## src/rtl/pid_with_filtered_error_macros.svh

```systemverilog
// ----------------------------------------------------------------------------
// pid_with_filtered_error_macros
// Assertion macros used by the sequencer pwfe_ctrl of the PID block.
// ----------------------------------------------------------------------------
`ifndef PID_WITH_FILTERED_ERROR_MACROS_SVH
`define PID_WITH_FILTERED_ERROR_MACROS_SVH
`ifndef ASSERT_OFF
`define PWFE_ASSERT(lbl, clk, rstn, prop) \
  lbl: assert property (@(posedge clk) disable iff (!rstn) prop) else $error("pwfe check");
`define PWFE_ASSERT_ALWAYS(lbl, clk, prop) \
  lbl: assert property (@(posedge clk) prop) else $error("pwfe check");
`else
`define PWFE_ASSERT(lbl, clk, rstn, prop)
`define PWFE_ASSERT_ALWAYS(lbl, clk, prop)
`endif
`endif

```

## src/rtl/pwfe_pkg.sv

```systemverilog
// ----------------------------------------------------------------------------
// pwfe_pkg
// Types, widths and codes of the filtered-error PID block.
// ----------------------------------------------------------------------------
`default_nettype none
package pwfe_pkg;
  localparam int FILTER_LEN_DEF = 4;
  localparam int CFG_IDX_W = 3;
  localparam int CFG_DATA_W = 16;

  localparam logic [CFG_IDX_W-1:0] REG_GAIN_P = 3'd0;
  localparam logic [CFG_IDX_W-1:0] REG_GAIN_I = 3'd1;
  localparam logic [CFG_IDX_W-1:0] REG_GAIN_D = 3'd2;
  localparam logic [CFG_IDX_W-1:0] REG_DRIVE_LIMIT = 3'd3;
  localparam logic [CFG_IDX_W-1:0] REG_INT_WINDOW = 3'd4;
  localparam logic [CFG_IDX_W-1:0] REG_INT_MODE = 3'd5;
  localparam logic [CFG_IDX_W-1:0] REG_DEAD_ZONE = 3'd6;

  localparam logic [1:0] MODE_FULL = 2'd0;
  localparam logic [1:0] MODE_SEPARATE = 2'd1;
  localparam logic [1:0] MODE_WEIGHT = 2'd2;
  localparam logic [1:0] MODE_FULL_ALT = 2'd3;

  localparam logic CMD_COMPUTE = 1'b0;
  localparam logic CMD_CLEAR = 1'b1;

  localparam logic [1:0] MUL_P = 2'd0;
  localparam logic [1:0] MUL_I = 2'd1;
  localparam logic [1:0] MUL_D = 2'd2;
  localparam logic [1:0] MUL_W = 2'd3;

  localparam logic [1:0] ACC_HOLD = 2'd0;
  localparam logic [1:0] ACC_LOAD = 2'd1;
  localparam logic [1:0] ACC_ADD = 2'd2;

  localparam int DIV_W = 32;
  localparam int DVS_W = 16;

  typedef struct packed {
    logic       cap;
    logic       win_upd;
    logic       div_start;
    logic       e_fix;
    logic       mul_en;
    logic [1:0] mul_sel;
    logic [1:0] acc_op;
    logic       int_upd;
    logic       fin;
  } pwfe_cmd_t;

  typedef struct packed {
    logic div_done;
    logic div_busy;
    logic mode_weight;
  } pwfe_status_t;
endpackage
`default_nettype wire

```

## src/rtl/pwfe_if.sv

```systemverilog
// ----------------------------------------------------------------------------
// pwfe_if
// Valid/ready channels of the PID block: step input and drive result.
// ----------------------------------------------------------------------------
`default_nettype none
interface pwfe_in_if;
  logic               valid;
  logic               ready;
  logic               cmd;
  logic signed [15:0] target;
  logic signed [15:0] measured;
  modport source (output valid, output cmd, output target, output measured, input ready);
  modport sink (input valid, input cmd, input target, input measured, output ready);
endinterface

interface pwfe_out_if;
  logic               valid;
  logic               ready;
  logic signed [15:0] drive;
  logic               saturated;
  modport source (output valid, output drive, output saturated, input ready);
  modport sink (input valid, input drive, input saturated, output ready);
endinterface
`default_nettype wire

```

## src/rtl/pid_with_filtered_error.sv

```systemverilog
// ----------------------------------------------------------------------------
// pid_with_filtered_error
// PID step with deadband, moving-average error, integral separation or
// weighting, anti-windup clamp and saturated output.
//
//   channel  dir  payload                    transaction
//   in_ch    in   cmd, target, measured      valid & ready
//   out_ch   out  drive, saturated           valid & ready
//   cfg      in   cfg_we, cfg_idx, cfg_data  cfg_we
//
// A compute step runs S_LOAD, S_EFIX, S_INT, S_MP, S_MI, S_MD, S_MF, S_FIN;
// in weighting mode S_M2, S_D2S and S_D2W, where the serial divider works,
// lie between S_EFIX and S_INT. A clear step goes straight to S_FIN.
// One step is in flight at a time. The result register holds while out_ch
// stalls; the next step is accepted meanwhile and waits only in S_FIN.
// Synchronous active-low reset clears the window, sums and integral.
// ----------------------------------------------------------------------------
`default_nettype none
module pid_with_filtered_error
  import pwfe_pkg::*;
#(
  parameter int FILTER_LEN = FILTER_LEN_DEF
) (
  input  wire logic                  clk,
  input  wire logic                  rst_n,
  pwfe_in_if.sink                    in_ch,
  pwfe_out_if.source                 out_ch,
  input  wire logic                  cfg_we,
  input  wire logic [CFG_IDX_W-1:0]  cfg_idx,
  input  wire logic [CFG_DATA_W-1:0] cfg_data
);
  pwfe_cmd_t    cmd;
  pwfe_status_t status;

  pwfe_ctrl u_ctrl (
    .clk(clk), .rst_n(rst_n), .in_valid(in_ch.valid), .in_cmd(in_ch.cmd),
    .in_ready(in_ch.ready), .out_valid(out_ch.valid), .out_ready(out_ch.ready),
    .status(status), .cmd(cmd)
  );

  pwfe_dp #(.FILTER_LEN(FILTER_LEN)) u_dp (
    .clk(clk), .rst_n(rst_n), .cfg_we(cfg_we), .cfg_idx(cfg_idx),
    .cfg_data(cfg_data), .in_cmd(in_ch.cmd), .in_target(in_ch.target),
    .in_measured(in_ch.measured), .cmd(cmd), .status(status),
    .out_drive(out_ch.drive), .out_saturated(out_ch.saturated)
  );
endmodule
`default_nettype wire

```

## src/rtl/pwfe_div.sv

```systemverilog
// ----------------------------------------------------------------------------
// pwfe_div
// Restoring unsigned divider, one quotient bit per cycle.
// ----------------------------------------------------------------------------
`default_nettype none
module pwfe_div
  import pwfe_pkg::*;
(
  input  wire logic             clk,
  input  wire logic             rst_n,
  input  wire logic             start,
  input  wire logic [DIV_W-1:0] dividend,
  input  wire logic [DVS_W-1:0] divisor,
  output logic                  busy,
  output logic                  done,
  output logic [DIV_W-1:0]      quotient
);
  localparam int CNT_W = $clog2(DIV_W);

  logic [DIV_W-1:0] quo_r, quo_nxt;
  logic [DVS_W:0]   rem_r, rem_nxt;
  logic [DVS_W-1:0] dvs_r, dvs_nxt;
  logic [CNT_W-1:0] cnt_r, cnt_nxt;
  logic             busy_r, busy_nxt;
  logic             done_r, done_nxt;
  logic [DVS_W:0]   rem_sh;

  always_comb begin
    quo_nxt = quo_r;
    rem_nxt = rem_r;
    dvs_nxt = dvs_r;
    cnt_nxt = cnt_r;
    busy_nxt = busy_r;
    done_nxt = 1'b0;
    rem_sh = {rem_r[DVS_W-1:0], quo_r[DIV_W-1]};
    if (start) begin
      quo_nxt = dividend;
      rem_nxt = '0;
      dvs_nxt = divisor;
      cnt_nxt = '0;
      busy_nxt = 1'b1;
    end else if (busy_r) begin
      if (rem_sh >= {1'b0, dvs_r}) begin
        rem_nxt = rem_sh - {1'b0, dvs_r};
        quo_nxt = {quo_r[DIV_W-2:0], 1'b1};
      end else begin
        rem_nxt = rem_sh;
        quo_nxt = {quo_r[DIV_W-2:0], 1'b0};
      end
      cnt_nxt = cnt_r + 1'b1;
      if (cnt_r == CNT_W'(DIV_W - 1)) begin
        busy_nxt = 1'b0;
        done_nxt = 1'b1;
      end
    end
  end

  always_ff @(posedge clk) begin
    if (!rst_n) begin
      busy_r <= 1'b0;
      done_r <= 1'b0;
      cnt_r <= '0;
    end else begin
      busy_r <= busy_nxt;
      done_r <= done_nxt;
      cnt_r <= cnt_nxt;
    end
    quo_r <= quo_nxt;
    rem_r <= rem_nxt;
    dvs_r <= dvs_nxt;
  end

  assign busy = busy_r;
  assign done = done_r;
  assign quotient = quo_r;
endmodule
`default_nettype wire

```

## src/rtl/pwfe_dp.sv

```systemverilog
// ----------------------------------------------------------------------------
// pwfe_dp
// Datapath: configuration, error window, divider, shared multiplier,
// integral and output register. FILTER_LEN is a power of two.
// ----------------------------------------------------------------------------
`default_nettype none
module pwfe_dp
  import pwfe_pkg::*;
#(
  parameter int FILTER_LEN = FILTER_LEN_DEF
) (
  input  wire logic                  clk,
  input  wire logic                  rst_n,
  input  wire logic                  cfg_we,
  input  wire logic [CFG_IDX_W-1:0]  cfg_idx,
  input  wire logic [CFG_DATA_W-1:0] cfg_data,
  input  wire logic                  in_cmd,
  input  wire logic signed [15:0]    in_target,
  input  wire logic signed [15:0]    in_measured,
  input  wire pwfe_cmd_t             cmd,
  output pwfe_status_t               status,
  output logic signed [15:0]         out_drive,
  output logic                       out_saturated
);
  localparam int SW = 17 + $clog2(FILTER_LEN);
  localparam int FL_SH = $clog2(FILTER_LEN);

  logic signed [15:0] gain_p_r, gain_i_r, gain_d_r;
  logic [14:0]        drive_limit_r, dead_zone_r;
  logic [15:0]        int_window_r;
  logic [1:0]         int_mode_r;

  logic               clr_r;
  logic signed [15:0] tgt_r, meas_r;
  logic signed [16:0] win_r [FILTER_LEN];
  logic signed [SW-1:0] sum_r;
  logic signed [16:0] e_r, prev_r;
  logic signed [18:0] integ_r;
  logic signed [37:0] prod_r;
  logic signed [39:0] acc_r;
  logic signed [15:0] drive_r;
  logic               sat_r;

  logic signed [16:0] raw, raw_db, d_abs;
  logic signed [SW-1:0] sum_sh;
  logic [DIV_W-1:0]   dv_dividend;
  logic [DVS_W-1:0]   dv_divisor;
  logic               dv_busy, dv_done;
  logic [DIV_W-1:0]   dv_q;
  logic [15:0]        e_abs, w_minus;
  logic               e_in_win;
  logic signed [17:0] q_s;
  logic signed [16:0] inc;
  logic signed [20:0] itmp, lim3;
  logic signed [17:0] diff;
  logic signed [17:0] mul_a;
  logic signed [19:0] mul_b;
  logic signed [31:0] shifted, lim_s;

  always_ff @(posedge clk) begin
    if (!rst_n) begin
      gain_p_r <= 16'sd26;
      gain_i_r <= 16'sd26;
      gain_d_r <= 16'sd26;
      drive_limit_r <= 15'd512;
      int_window_r <= 16'd400;
      int_mode_r <= MODE_SEPARATE;
      dead_zone_r <= 15'd1;
    end else if (cfg_we) begin
      case (cfg_idx)
        REG_GAIN_P: gain_p_r <= cfg_data;
        REG_GAIN_I: gain_i_r <= cfg_data;
        REG_GAIN_D: gain_d_r <= cfg_data;
        REG_DRIVE_LIMIT: drive_limit_r <= cfg_data[14:0];
        REG_INT_WINDOW: int_window_r <= cfg_data;
        REG_INT_MODE: int_mode_r <= cfg_data[1:0];
        REG_DEAD_ZONE: dead_zone_r <= cfg_data[14:0];
        default: ;
      endcase
    end
  end

  always_comb begin
    raw = 17'(tgt_r) - 17'(meas_r);
    d_abs = raw[16] ? -raw : raw;
    raw_db = (d_abs < $signed({2'b00, dead_zone_r})) ? '0 : raw;
    sum_sh = sum_r >>> FL_SH;
    e_abs = e_r[16] ? 16'(-e_r) : 16'(e_r);
    e_in_win = e_abs < int_window_r;
    w_minus = int_window_r - e_abs;
    dv_dividend = prod_r[DIV_W-1:0];
    dv_divisor = int_window_r;
    q_s = $signed({2'b00, dv_q[15:0]});
    case (int_mode_r)
      MODE_SEPARATE: inc = e_in_win ? e_r : '0;
      MODE_WEIGHT: inc = !e_in_win ? '0 : (e_r[16] ? 17'(-q_s) : 17'(q_s));
      default: inc = e_r;
    endcase
    lim3 = $signed(21'(drive_limit_r) * 21'd3);
    itmp = 21'(integ_r) + 21'(inc);
    if (itmp > lim3) itmp = lim3;
    else if (itmp < -lim3) itmp = -lim3;
    diff = 18'(e_r) - 18'(prev_r);
    case (cmd.mul_sel)
      MUL_P: begin mul_a = 18'(gain_p_r); mul_b = 20'(e_r); end
      MUL_I: begin mul_a = 18'(gain_i_r); mul_b = 20'(integ_r); end
      MUL_D: begin mul_a = 18'(gain_d_r); mul_b = 20'(diff); end
      default: begin
        mul_a = $signed({2'b00, w_minus});
        mul_b = $signed({4'b0000, e_abs});
      end
    endcase
    shifted = acc_r[39:8];
    lim_s = $signed({17'd0, drive_limit_r});
  end

  always_ff @(posedge clk) begin
    if (!rst_n) begin
      for (int i = 0; i < FILTER_LEN; i++) win_r[i] <= '0;
      sum_r <= '0;
      integ_r <= '0;
      prev_r <= '0;
    end else begin
      if (cmd.win_upd) begin
        for (int i = 0; i < FILTER_LEN - 1; i++) win_r[i] <= win_r[i+1];
        win_r[FILTER_LEN-1] <= raw_db;
        sum_r <= sum_r - SW'(win_r[0]) + SW'(raw_db);
      end
      if (cmd.int_upd) integ_r <= itmp[18:0];
      if (cmd.fin) begin
        if (clr_r) begin
          integ_r <= '0;
          prev_r <= '0;
        end else begin
          prev_r <= e_r;
        end
      end
    end
    if (cmd.cap) begin
      clr_r <= (in_cmd == CMD_CLEAR);
      tgt_r <= in_target;
      meas_r <= in_measured;
    end
    if (cmd.e_fix) e_r <= sum_sh[16:0];
    if (cmd.mul_en) prod_r <= mul_a * mul_b;
    case (cmd.acc_op)
      ACC_LOAD: acc_r <= 40'(prod_r);
      ACC_ADD: acc_r <= acc_r + 40'(prod_r);
      default: ;
    endcase
    if (cmd.fin) begin
      if (clr_r) begin
        drive_r <= '0;
        sat_r <= 1'b0;
      end else if (shifted > lim_s) begin
        drive_r <= 16'(lim_s);
        sat_r <= 1'b1;
      end else if (shifted < -lim_s) begin
        drive_r <= 16'(-lim_s);
        sat_r <= 1'b1;
      end else begin
        drive_r <= shifted[15:0];
        sat_r <= 1'b0;
      end
    end
  end

  pwfe_div u_div (
    .clk(clk), .rst_n(rst_n), .start(cmd.div_start), .dividend(dv_dividend),
    .divisor(dv_divisor), .busy(dv_busy), .done(dv_done), .quotient(dv_q)
  );

  assign status.div_done = dv_done;
  assign status.div_busy = dv_busy;
  assign status.mode_weight = (int_mode_r == MODE_WEIGHT);
  assign out_drive = drive_r;
  assign out_saturated = sat_r;
endmodule
`default_nettype wire

```

## src/rtl/pwfe_ctrl.sv

```systemverilog
// ----------------------------------------------------------------------------
// pwfe_ctrl
// Sequencer of one control step and the result handshake.
// ----------------------------------------------------------------------------
`default_nettype none
`include "pid_with_filtered_error_macros.svh"
module pwfe_ctrl
  import pwfe_pkg::*;
(
  input  wire logic   clk,
  input  wire logic   rst_n,
  input  wire logic   in_valid,
  input  wire logic   in_cmd,
  output logic        in_ready,
  output logic        out_valid,
  input  wire logic   out_ready,
  input  pwfe_status_t status,
  output pwfe_cmd_t   cmd
);
  localparam logic [3:0] S_IDLE = 4'd0;
  localparam logic [3:0] S_LOAD = 4'd1;
  localparam logic [3:0] S_EFIX = 4'd4;
  localparam logic [3:0] S_M2   = 4'd5;
  localparam logic [3:0] S_D2S  = 4'd6;
  localparam logic [3:0] S_D2W  = 4'd7;
  localparam logic [3:0] S_INT  = 4'd8;
  localparam logic [3:0] S_MP   = 4'd9;
  localparam logic [3:0] S_MI   = 4'd10;
  localparam logic [3:0] S_MD   = 4'd11;
  localparam logic [3:0] S_MF   = 4'd12;
  localparam logic [3:0] S_FIN  = 4'd13;

  logic [3:0] state_r, state_nxt;
  logic       ovalid_r, ovalid_nxt;
  logic       slot_free;

  assign slot_free = !ovalid_r || out_ready;
  assign in_ready = (state_r == S_IDLE);
  assign out_valid = ovalid_r;

  always_comb begin
    state_nxt = state_r;
    cmd = '0;
    cmd.mul_sel = MUL_P;
    cmd.acc_op = ACC_HOLD;
    ovalid_nxt = ovalid_r && !out_ready;
    case (state_r)
      S_IDLE: begin
        cmd.cap = in_valid;
        if (in_valid) state_nxt = (in_cmd == CMD_CLEAR) ? S_FIN : S_LOAD;
      end
      S_LOAD: begin
        cmd.win_upd = 1'b1;
        state_nxt = S_EFIX;
      end
      S_EFIX: begin
        cmd.e_fix = 1'b1;
        state_nxt = status.mode_weight ? S_M2 : S_INT;
      end
      S_M2: begin
        cmd.mul_en = 1'b1;
        cmd.mul_sel = MUL_W;
        state_nxt = S_D2S;
      end
      S_D2S: begin
        cmd.div_start = 1'b1;
        state_nxt = S_D2W;
      end
      S_D2W: begin
        if (status.div_done) state_nxt = S_INT;
      end
      S_INT: begin
        cmd.int_upd = 1'b1;
        state_nxt = S_MP;
      end
      S_MP: begin
        cmd.mul_en = 1'b1;
        cmd.mul_sel = MUL_P;
        state_nxt = S_MI;
      end
      S_MI: begin
        cmd.mul_en = 1'b1;
        cmd.mul_sel = MUL_I;
        cmd.acc_op = ACC_LOAD;
        state_nxt = S_MD;
      end
      S_MD: begin
        cmd.mul_en = 1'b1;
        cmd.mul_sel = MUL_D;
        cmd.acc_op = ACC_ADD;
        state_nxt = S_MF;
      end
      S_MF: begin
        cmd.acc_op = ACC_ADD;
        state_nxt = S_FIN;
      end
      S_FIN: begin
        if (slot_free) begin
          cmd.fin = 1'b1;
          ovalid_nxt = 1'b1;
          state_nxt = S_IDLE;
        end
      end
      default: state_nxt = S_IDLE;
    endcase
  end

  always_ff @(posedge clk) begin
    if (!rst_n) begin
      state_r <= S_IDLE;
      ovalid_r <= 1'b0;
    end else begin
      state_r <= state_nxt;
      ovalid_r <= ovalid_nxt;
    end
  end

  `PWFE_ASSERT(a_fin_slot, clk, rst_n, cmd.fin |-> slot_free)
  `PWFE_ASSERT(a_one_item, clk, rst_n, (in_valid && in_ready) |=> !in_ready)
  `PWFE_ASSERT(a_rose_fin, clk, rst_n, $rose(ovalid_r) |-> $past(state_r) == S_FIN)
  `PWFE_ASSERT(a_div_free, clk, rst_n, cmd.div_start |-> !status.div_busy)
endmodule
`default_nettype wire
```

## src/flat_wrapper.sv

```systemverilog
// flat-port wrapper written by rule: the top's interface ports become plain ports
module pid_with_filtered_error_flat import pwfe_pkg::*;
#(
  parameter int FILTER_LEN = FILTER_LEN_DEF
)
  (clk, rst_n, cfg_we, cfg_idx, cfg_data, in_ch_valid, in_ch_cmd, in_ch_target, in_ch_measured, in_ch_ready, out_ch_valid, out_ch_drive, out_ch_saturated, out_ch_ready);
  pwfe_in_if in_ch_i ();
  pwfe_out_if out_ch_i ();
  input  wire logic clk;
  input  wire logic rst_n;
  input  wire logic cfg_we;
  input  wire logic [CFG_IDX_W-1:0] cfg_idx;
  input  wire logic [CFG_DATA_W-1:0] cfg_data;
  input wire logic [$bits(in_ch_i.valid)-1:0] in_ch_valid;
  input wire logic [$bits(in_ch_i.cmd)-1:0] in_ch_cmd;
  input wire logic [$bits(in_ch_i.target)-1:0] in_ch_target;
  input wire logic [$bits(in_ch_i.measured)-1:0] in_ch_measured;
  output wire logic [$bits(in_ch_i.ready)-1:0] in_ch_ready;
  output wire logic [$bits(out_ch_i.valid)-1:0] out_ch_valid;
  output wire logic [$bits(out_ch_i.drive)-1:0] out_ch_drive;
  output wire logic [$bits(out_ch_i.saturated)-1:0] out_ch_saturated;
  input wire logic [$bits(out_ch_i.ready)-1:0] out_ch_ready;
  assign in_ch_i.valid = in_ch_valid;
  assign in_ch_i.cmd = in_ch_cmd;
  assign in_ch_i.target = in_ch_target;
  assign in_ch_i.measured = in_ch_measured;
  assign in_ch_ready = in_ch_i.ready;
  assign out_ch_valid = out_ch_i.valid;
  assign out_ch_drive = out_ch_i.drive;
  assign out_ch_saturated = out_ch_i.saturated;
  assign out_ch_i.ready = out_ch_ready;
  pid_with_filtered_error #(.FILTER_LEN(FILTER_LEN)) u_core (.clk(clk), .rst_n(rst_n), .in_ch(in_ch_i), .out_ch(out_ch_i), .cfg_we(cfg_we), .cfg_idx(cfg_idx), .cfg_data(cfg_data));
endmodule
```

## config.mk

```make
export PLATFORM = sky130hd
export DESIGN_NAME = pid_with_filtered_error_flat
export DESIGN_NICKNAME = d
export VERILOG_FILES = /design/src/rtl/pwfe_pkg.sv /design/src/rtl/pwfe_if.sv /design/src/rtl/pid_with_filtered_error.sv /design/src/rtl/pwfe_div.sv /design/src/rtl/pwfe_dp.sv /design/src/rtl/pwfe_ctrl.sv /design/src/flat_wrapper.sv
export VERILOG_INCLUDE_DIRS = /design/src /design/src/rtl
export SDC_FILE = /design/constraint.sdc
export NUM_CORES = 2
export LEC_CHECK = 0
export ABC_AREA = 1
export BUFFER_PORTS_ARGS = -buffer_cell sky130_fd_sc_hd__buf_4
export CAP_MARGIN = 20
export CORE_ASPECT_RATIO = 1.5
export CORE_UTILIZATION = 60
export CTS_CLUSTER_DIAMETER = 50
export DETAILED_ROUTE_END_ITERATION = 10
export PLACE_DENSITY = 0.84
export SYNTH_ARGS = -nofsm -noshare
export SYNTH_HDL_FRONTEND = slang
export SYNTH_SLANG_ARGS = --single-unit
```

## constraint.sdc

```tcl
create_clock -name clk -period 21.7 [get_ports clk]
set_input_delay 1.085 -clock clk [delete_from_list [all_inputs] [get_ports clk]]
set_output_delay 1.085 -clock clk [all_outputs]
set_load 0.01 [all_outputs]
```

==> out/qor.txt <==
Status - finished with violations
Failing checks - DRC
Placeable core area - 70430 µm²
Rel. slew slack - 31.54%
Number of DRC markers in iteration 0 - 2954
Ranking of synthesized cells by area - edfxtp_1 18%, fa_1 18%, ha_1 11%
Area Growth Syn to Fin - 7.095%
Number of top-level pins - 76
DIE AREA - 72460 µm²
Mapped Nets - 6221
Fin crit period - 9684 ps
Critical Path RT - 22060 ps
Routed wire length - 128000 µm
Number of buffers created by CTS - 49
CTS Hold Bufs - 0
Grt ovf - 0
Max Slew Vio Count - 0
Post-synth EDFFs - 261
Vias in the first global route - 37650
Post-CTS resize count - 0
#FFs+latches synth - 440
Sink Count - 440
Initial antenna violation count - 1
First-pass GRT wire length - 200000 µm
DIE WIDTH - 220.1 µm
Family with the most delay on the worst path - adder cells
Largest net degree at the start of global routing - 97
Fin crit share - 44.63%
Post-route ant nets - 0
H-tree levels - 2
Largest area contributor in the netlist - edfxtp_1
Vias/cell - 5.769
Mapped cell area - 42820 µm²
Max Cap Violations - 0
Syn_area_per_cell - 7.907 µm²
Main synth FF type - edfxtp_1
Final Hold Viols - 0
Crit path kind - reg2reg
Ys Warns - 0
Drt pass-1 iters - 11
Top cell type's share of synthesized area - 18.30%
Max incr delay on CP - 610 ps
Final setup violation count - 0
Final-stage net count - 6248
Final RePlAce weighted congestion - 1.057
DRC Markers - 10
Final Skew - 26.40 ps
TNS Setup - 0 ps
CTS tree - yes
Clock buffer depth - 3
Routed len/inst - 20.03 µm
Final Util - 65.11%
Seq/Total Area, Yosys - 26.67%
Area occupied by multi-input gates - 26980 µm²
Crit-path slowest cell - clkinv_1
DP HPWL - 101000 µm
Max Freq - 103.3 MHz
Share of cells above drive strength 1 - 4.652%
Critical Path Fanout Max - 20
Worst path bufs/invs - 9
FILL cells - 5895
Post-CTS Setup Repair Bufs - 0
Clock transition at path regs - 60 ps
RSZ-0062 raised after global routing - false
Die Y - 329.2 µm
Std cell rows - 119
Commonest cells post-synth - 1114 x nand2_1, 1009 x inv_1, 536 x nor2_1
Reg2reg setup slack - 12020 ps
CP Launch Type - flop
PortBufs - 75
Worst-skew pair later-pin latency - 640 ps
Crit path setup slack, layout - 12020 ps
Worst slack at placement - 12150 ps
Register Area - 11420 µm²
Root Driver - clkbuf_16
Worst Hold Class - reg2reg
Gate Count Post-Synth - 5415
Distinct cells, synth - 64
Worst Path Arrival - 10040 ps
Tightest Pin Transition - 1016 ps
Initial Util - 60.80%
Async set-reset flop share out of synthesis - 0%
Routed via count - 36860
GRT Total Usage - 36.23%
Most frequent cell after synthesis - nand2_1
Worst Setup End Kind - flop
-- layout by cell type, fill, tap and decap left out, types with 49 or more instances in the layout --
cell / count
ha_1: 374
xnor2_1: 50
inv_1: 1009
nand3_1: 201
edfxtp_1: 261
dfxtp_1: 179
nor2_1: 533
o21ai_0: 283
nand2_1: 1114
buf_4: 109
xor2_1: 125
a21oi_1: 337
clkbuf_16: 49
fa_1: 375
nor3_1: 61
nand4_1: 50
-- worst register-to-register path: cells and delay by family (launching register included) --
family          cells  cell delay [ps]
fa+ha+maj           8             3640
compound gates     11             1920
buf+inv             9             1790
simple gates        8             1520
flops               1              320
xor+xnor            2              240
-- final timing paths --
path / startpoint / to / cells after the start
hold / removal: u_core.u_dp.sum_r[14] / u_core.u_dp.e_r[12] / 0
hold reg to reg: u_core.u_dp.sum_r[14] / u_core.u_dp.e_r[12] / 0
setup / recovery: u_core.u_dp.e_r[16] / u_core.u_dp.prod_r[32] / 38
setup reg to reg: u_core.u_dp.e_r[16] / u_core.u_dp.prod_r[32] / 38
-- final cells by class --
cell class | instances | share of cell area, %
multi-input cells | 3812 | 58.84
flip-flops and latches | 440 | 24.91
inverters | 1030 | 8.431
clock buffers | 61 | 2.816
well taps | 907 | 2.475
repair buffers | 109 | 1.784
clock inverters | 29 | 0.7367
diodes | 1 | 0.005457
-- flip-flops by register name, summed over array words and instances, names as in the netlist, 17 cells and up --
signal	count
u_core.u_dp.prod_r	38
u_core.u_dp.u_div.quotient	32
u_core.u_dp.win_r	68
u_core.u_dp.e_r	17
u_core.u_dp.prev_r	17
u_core.u_dp.sum_r	19
u_core.u_dp.integ_r	19
u_core.u_dp.acc_r	40
-- metrics by stage --
step           hold WS, ps  instances  area [µm²]
5_1_grt              448.2       6388       45850
3_3_place_gp         412.6       6298       44220
2_1_floorplan        408.2       5415       42820
4_1_cts              431.9       6388       45850
6_report             434.4       6389       45860
3_5_place_dp         416.8       6298       44220
-- per-layer routing --
layer | vias to the layer above | part of all wire [%] | wire (µm) | global-route usage [%]
li1 | 17370 | - | - | -
met1 | 17380 | 35 | 44830 | 38.62
met2 | 1540 | 49 | 62600 | 62.82
met3 | 571 | 6.9 | 8837 | 6.602
met4 | 0 | 9.1 | 11690 | 28.28
met5 | - | 0 | 0 | 0
-- cell families (layout without fill, tap and decap cells) --
logic type | Yosys count | in the layout | share of synthesized area (%)
AND/OR/NAND/NOR | 2031 | 2031 | 19.43
buffers and inverters | 1163 | 1229 | 10.38
AO/OA/AOI/OAI | 852 | 852 | 11.18
adder cells (fa/ha/maj) | 749 | 749 | 28.46
flip-flops | 440 | 440 | 26.67
XOR/XNOR | 180 | 180 | 3.875
other | 0 | 1 | 0
Power is left out: the tool's default activity adds up to more than one toggle a clock period on the data nets, which glitch-free logic cannot reach.
